### config.mk
export PLATFORM = sky130hd
export DESIGN_NAME = orb_ctrl
export DESIGN_NICKNAME = d
export VERILOG_FILES = /design/src/orb_pkg.sv /design/src/orb_ctrl.sv
export SDC_FILE = /design/constraint.sdc
export NUM_CORES = 1
export LEC_CHECK = 0
export ABC_AREA = 0
export BUFFER_PORTS_ARGS = -buffer_cell sky130_fd_sc_hd__buf_2
export CORE_AREA = 8 8 156 114
export DETAILED_ROUTE_END_ITERATION = 10
export DIE_AREA = 0 0 164 122
export PLACE_DENSITY_LB_ADDON = 0.3
export RECOVER_POWER = 100
export SKIP_CTS_REPAIR_TIMING = 1
export SKIP_LAST_GASP = 1
export SLEW_MARGIN = 20
export SYNTH_ARGS = -nofsm -noshare
export SYNTH_HDL_FRONTEND = slang
export SYNTH_SLANG_ARGS = --single-unit
### constraint.sdc
create_clock -name i_clk -period 3.2 [get_ports i_clk]
set_clock_uncertainty 0.15 [all_clocks]
set_input_delay 0.16 -clock i_clk [delete_from_list [all_inputs] [get_ports i_clk]]
set_output_delay 0.16 -clock i_clk [all_outputs]
set_load 0.03 [all_outputs]
### src/orb_pkg.sv
// Package for the open-row burst memory model.
// Holds the storage size, address field positions, phase codes and the
// structs passed between the control, output and memory parts.
package orb_pkg;

    localparam int WORD_INDEX_BITS = 16;
    localparam int STORE_WORDS     = 1 << WORD_INDEX_BITS;

    localparam int ADDR_W  = 32;
    localparam int DATA_W  = 32;
    localparam int ROW_W   = 13;
    localparam int ROW_LSB = 11;
    localparam int BURST_W = 4;

    localparam logic [DATA_W-1:0]  FILL_MARK   = 32'h5500_0000;
    localparam logic [BURST_W-1:0] READ_FIRST  = 4'd0;
    localparam logic [BURST_W-1:0] WRITE_FIRST = 4'd1;
    localparam logic [BURST_W-1:0] STORE_FIRST = 4'd2;
    localparam logic [BURST_W-1:0] BURST_LAST  = 4'd8;
    localparam logic [BURST_W-1:0] WRITE_END   = 4'd9;

    localparam logic [WORD_INDEX_BITS-1:0] STORE_LAG = WORD_INDEX_BITS'(2);

    typedef logic [WORD_INDEX_BITS-1:0] t_word_idx;

    typedef enum logic [3:0] {
        PH_IDLE     = 4'd0,
        PH_ROW      = 4'd1,
        PH_ROW_WAIT = 4'd2,
        PH_READ     = 4'd3,
        PH_WRITE    = 4'd4,
        PH_LAT1     = 4'd5,
        PH_LAT2     = 4'd6,
        PH_READING  = 4'd7,
        PH_WRITING  = 4'd8
    } t_phase;

    typedef struct packed {
        logic wack;
        logic rack;
        logic done;
        logic cre;
        logic cwe;
    } t_flags;

    typedef struct packed {
        logic [ADDR_W-1:0] addr;
        t_flags            flags;
        logic              load;
    } t_stage;

    typedef struct packed {
        logic              we;
        t_word_idx         waddr;
        logic [DATA_W-1:0] wdata;
        logic              re;
        t_word_idx         raddr;
    } t_mem_cmd;

    typedef struct packed {
        logic [ADDR_W-1:0] addr;
        logic [DATA_W-1:0] data;
        t_flags            flags;
    } t_result;

endpackage

### src/orb_ctrl.sv
// Phase sequencer of the burst memory model: row tracking, burst counter,
// output flags and storage commands. Depends on orb_pkg.
module orb_ctrl import orb_pkg::*; (
    input  logic              i_clk,
    input  logic              i_rst_n,
    input  logic              i_accept,
    input  logic              i_read_request,
    input  logic              i_write_request,
    input  logic [ADDR_W-1:0] i_request_address,
    input  logic [DATA_W-1:0] i_cache_data,
    output t_stage            o_stage,
    output t_mem_cmd          o_mem
);

    t_phase             r_phase, n_phase;
    logic [ROW_W-1:0]   r_open_row, n_open_row;
    logic [ADDR_W-1:0]  r_held, n_held;
    logic               r_is_write, n_is_write;
    logic [BURST_W-1:0] r_burst, n_burst;
    logic [ADDR_W-1:0]  r_out_addr, n_out_addr;
    t_flags             r_flags, n_flags;

    logic [BURST_W-1:0] burst_inc;
    logic [ADDR_W-1:0]  burst_addr;
    logic               any_req;
    logic               row_hit;

    assign burst_inc  = r_burst + BURST_W'(1);
    assign burst_addr = r_held + {{(ADDR_W-BURST_W-2){1'b0}}, r_burst, 2'b00};
    assign any_req    = i_read_request | i_write_request;
    assign row_hit    = r_open_row == i_request_address[ROW_LSB +: ROW_W];

    always_comb begin
        n_phase = r_phase;
        unique case (r_phase)
            PH_ROW:      n_phase = PH_ROW_WAIT;
            PH_ROW_WAIT: n_phase = r_is_write ? PH_WRITE : PH_READ;
            PH_READ:     n_phase = PH_LAT1;
            PH_WRITE:    n_phase = PH_WRITING;
            PH_LAT1:     n_phase = PH_LAT2;
            PH_LAT2:     n_phase = PH_READING;
            PH_READING: begin
                if (burst_inc == BURST_LAST) n_phase = PH_IDLE;
            end
            PH_WRITING: begin
                if (burst_inc == WRITE_END) n_phase = PH_IDLE;
            end
            default: begin
                if (!any_req) n_phase = PH_IDLE;
                else if (!row_hit) n_phase = PH_ROW;
                else n_phase = i_read_request ? PH_READ : PH_WRITE;
            end
        endcase
    end

    always_comb begin
        n_open_row = r_open_row;
        n_held     = r_held;
        n_is_write = r_is_write;
        n_burst    = r_burst;
        n_out_addr = r_out_addr;
        n_flags    = r_flags;
        o_mem      = '0;
        o_stage    = '0;
        unique case (r_phase)
            PH_ROW: n_open_row = r_held[ROW_LSB +: ROW_W];
            PH_ROW_WAIT, PH_LAT1, PH_LAT2: ;
            PH_READ: begin
                n_burst      = READ_FIRST;
                n_flags.rack = 1'b1;
            end
            PH_WRITE: begin
                n_burst      = WRITE_FIRST;
                n_flags.wack = 1'b1;
                n_flags.cre  = 1'b1;
                n_out_addr   = r_held;
            end
            PH_READING: begin
                n_flags.rack = 1'b0;
                n_flags.cwe  = 1'b1;
                n_out_addr   = burst_addr;
                n_burst      = burst_inc;
                o_stage.load = 1'b1;
                o_mem.re     = i_accept;
                o_mem.raddr  = burst_addr[2 +: WORD_INDEX_BITS];
                if (burst_inc == BURST_LAST) n_flags.done = 1'b1;
            end
            PH_WRITING: begin
                n_flags.wack = 1'b0;
                n_out_addr   = burst_addr;
                n_burst      = burst_inc;
                o_mem.we     = i_accept && (r_burst >= STORE_FIRST);
                o_mem.waddr  = burst_addr[2 +: WORD_INDEX_BITS] - STORE_LAG;
                o_mem.wdata  = i_cache_data;
                if (burst_inc == BURST_LAST) n_flags.done = 1'b1;
                if (burst_inc == WRITE_END) n_flags.done = 1'b0;
            end
            default: begin
                n_flags.cwe  = 1'b0;
                n_flags.cre  = 1'b0;
                n_flags.done = 1'b0;
                n_held       = i_request_address;
                if (any_req) n_is_write = !i_read_request;
            end
        endcase
        o_stage.addr  = n_out_addr;
        o_stage.flags = n_flags;
    end

    always_ff @(posedge i_clk) begin
        if (!i_rst_n) begin
            r_phase    <= PH_IDLE;
            r_open_row <= '0;
            r_held     <= '0;
            r_is_write <= 1'b0;
            r_burst    <= '0;
            r_out_addr <= '0;
            r_flags    <= '0;
        end else if (i_accept) begin
            r_phase    <= n_phase;
            r_open_row <= n_open_row;
            r_held     <= n_held;
            r_is_write <= n_is_write;
            r_burst    <= n_burst;
            r_out_addr <= n_out_addr;
            r_flags    <= n_flags;
        end
    end

endmodule

==> qor.yml <==
run_status:
  status: "finished, violations left"
  violations: "negative setup slack"
critical_path:
  cp_max_fo: 4
  cp-start-kind: "register"
  slowest_stage: "or4_1"
  end_kind: "output port"
  critPathTopFamily: "simple AND/OR/NAND/NOR gates"
  path_cells: "ha_4 -> inv_2 -> fa_2 -> nor2b_4 -> o31a_4 -> buf_6 -> nand3_4 -> xor2_2 -> nand4_1 -> or4_1 -> o21ai_1 -> buf_4"
  crit_type: "register to output port"
  worstPathArrival_ns: 2.91
  slowest_delay_ns: 0.51
  worstPathRequired_ns: 2.89
  critPathBufInv: 3
route:
  final_antenna_net_count: 0
  dr.pass1.iters: 5
  wl_per_cell_um: 17.5
  drt_iter0_drc: 532
  wl_mm: 21.0
  vias_per_cell: 5.35
  vias: 6401
  drc: 0
die:
  design.core.area_um2: 15300
  initial_core_util: 0.395
  die_w_um: 164
  dieArea_um2: 20000
  std_cell_rows: 38
  ios: 173
  die_h_um: 122
sta:
  fmax_mhz: 311
  rsz0062_at_grt: "yes"
  slew_headroom: 0.472
  min_period_over_period: 1.01
  slew_violations: 0
  tightest_slew_ns: 0.792
  finalSetupViolCount: 1
  layout_min_cycle_time_ns: 3.22
  finalSetupTns_ns: -0.0184
  hold_violations: 0
  layout_setup_ws_ns: -0.0184
power:
  p_per_area_nw_per_um2: 394
  leakagePower_nw: 3.53
  ir_drop_mv: 0.257
finish:
  fin_util: 0.534
  synthToLayoutAreaGrowth_pct: 35.2
  diodes: 0
  final_cell_area_um2: 8150
  finalNetCount: 1070
  fillers: 1478
  drive_above_1_share: 0.296
clock_tree:
  clk_pin_slew_ns: 0.07
  worstSkewPairLatency_ns: 0.35
  clock_path_buffers: 2
  cts_root_buf: "clkbuf_16"
  clock-sinks: 91
  cts_made_buffers: 9
  cts.htree.levels: 3
  cts_tree: "built"
synthesis:
  synth_area_per_cell_um2: 7.78
  synth_top_area_frac: 0.302
  async_reset_ff_frac: 0
  ys_top_cells_by_area: "dfxtp_1 30%, nand2_1 8.5%, a21boi_0 4.9%"
  synth_edf_count: 0
  synth.cell_area_um2: 6030
  yosysWarnings: 0
  seq_area_frac_synth: 0.302
  synthFlopType: "dfxtp_1"
  syn-num-nets: 853
  yosysMostFrequentCell: "nand2_1"
  synth.distinct_cells: 79
  synth_commonest_cells: "136 x nand2_1, 91 x dfxtp_1, 48 x o21ai_0, 46 x nor2_1, 44 x and2_1"
  netlist_instances: 775
  post-synth-top-area-cell: "dfxtp_1"
  synth-seq-cells: 91
place:
  gp_congestion: 0.842
  numPortBuffers: 172
  placed_area_um2: 7210
  dp_hpwl_mm: 15.4
run:
  maxCapViolations: 0
global_routing:
  grt_pass1_vias: 5713
  grt_max_degree: 43
  grt_pass1_wl_mm: 31.5
  gr-usage-all-layers: 0.197
  grt-ovfl-total: 0
  antenna_found_initial: 0
hold_path:
  hp-class: "primary input to register"
==> worst register-to-register path, cell delays in order, from the launching register on <==
cell and delay [ns]:
dfxtp_1 0.56, nor2b_1 0.14, nand3_2 0.10, inv_1 0.16, nor2_4 0.40, nand2_1 0.34, nand2_1 0.19, clkbuf_1 0.47
a32oi_1 0.11, o31ai_1 0.10, and2_1 0.16
==> cells by family after synthesis <==
kind of cell	after synthesis	share of synthesized area
adders and majority gates	9	0.0199
and+or+nand+nor	335	0.280
xor gates and xnor gates	40	0.0687
AOI/OAI and AO/OA	213	0.248
DFF	91	0.302
buffers and inverters	70	0.0523
muxes	17	0.0284
==> per-layer routing <==
layer | vias to the layer above | share of wire | GRT usage
met5 | - | 0 | 0
met4 | 0 | 0.016 | 0.0521
met3 | 21 | 0.087 | 0.0468
met2 | 285 | 0.43 | 0.300
met1 | 2968 | 0.46 | 0.274
li1 | 3127 | - | -
==> state kept, by name, indices dropped and copies added, names as in the netlist <==
register,cells
r_burst,4
r_held,32
r_phase,4
r_is_write,1
r_out_addr,32
r_open_row,13
r_flags,5
==> area by class of cell <==
class                   count  area, um2  area share
multi-input cells         614       4030       0.495
well taps                 200        250      0.0307
flip-flops and latches     91       1830       0.224
clock inverters             7        109      0.0134
clock buffers               9        225      0.0276
repair buffers            261       1650       0.202
inverters                  15       56.3     0.00691
==> placed cells by master, fill, tap and decap left out, drive strengths merged, types with 4 or more instances in the layout <==
cell / n
a21boi: 41
a21o: 14
a21oi: 26
a22oi: 24
a2bb2oi: 4
a31oi: 5
and2: 44
and3: 5
buf: 220
clkbuf: 17
dfxtp: 91
dlygate4sd3: 33
ha: 8
inv: 16
mux2i: 16
nand2: 139
nand3: 23
nand4: 10
nor2: 47
nor2b: 31
nor3: 12
nor4: 4
o211a: 8
o21a: 5
o21ai: 54
o311ai: 5
o31ai: 4
or2: 5
xnor2: 19
xor2: 21
==> final timing paths <==
check,from,end,slack [ns],cells past startpoint
max,r_burst[0],o_mem[64],-0.02,12
max reg2reg,r_phase[3],r_out_addr[22],0.27,10
min reg2reg,r_flags[1],r_flags[1],0.30,2
min,i_read_request,r_is_write,0.06,4
==> report_power, final <==
group | switching [mW] | internal, mW | total [mW]
clock network | 0.494 | 0.697 | 1.19
registers | 0.0795 | 1.18 | 1.26
logic | 0.430 | 0.322 | 0.752
total | 1.00 | 2.20 | 3.21
==> stage by stage <==
| step | cells | power [mW] | hold slack [ns] | worst slack (ns) |
|---|---|---|---|---|
| final | 1197 | 3.21 | 0.0622 | -0.0184 |
| after global routing | 1197 | 3.34 | 0.0803 | -0.158 |
| after CTS | 1149 | 3.14 | -0.0941 | -0.339 |
| after detailed placement | 1133 | 1.95 | 0.269 | 0.0392 |
| after global placement | 1133 | 1.95 | 0.265 | 0.0922 |
| after floorplan | 775 | 1.71 | 0.149 | 0.0761 |
No activity file was read; power rests on OpenSTA's default activity.
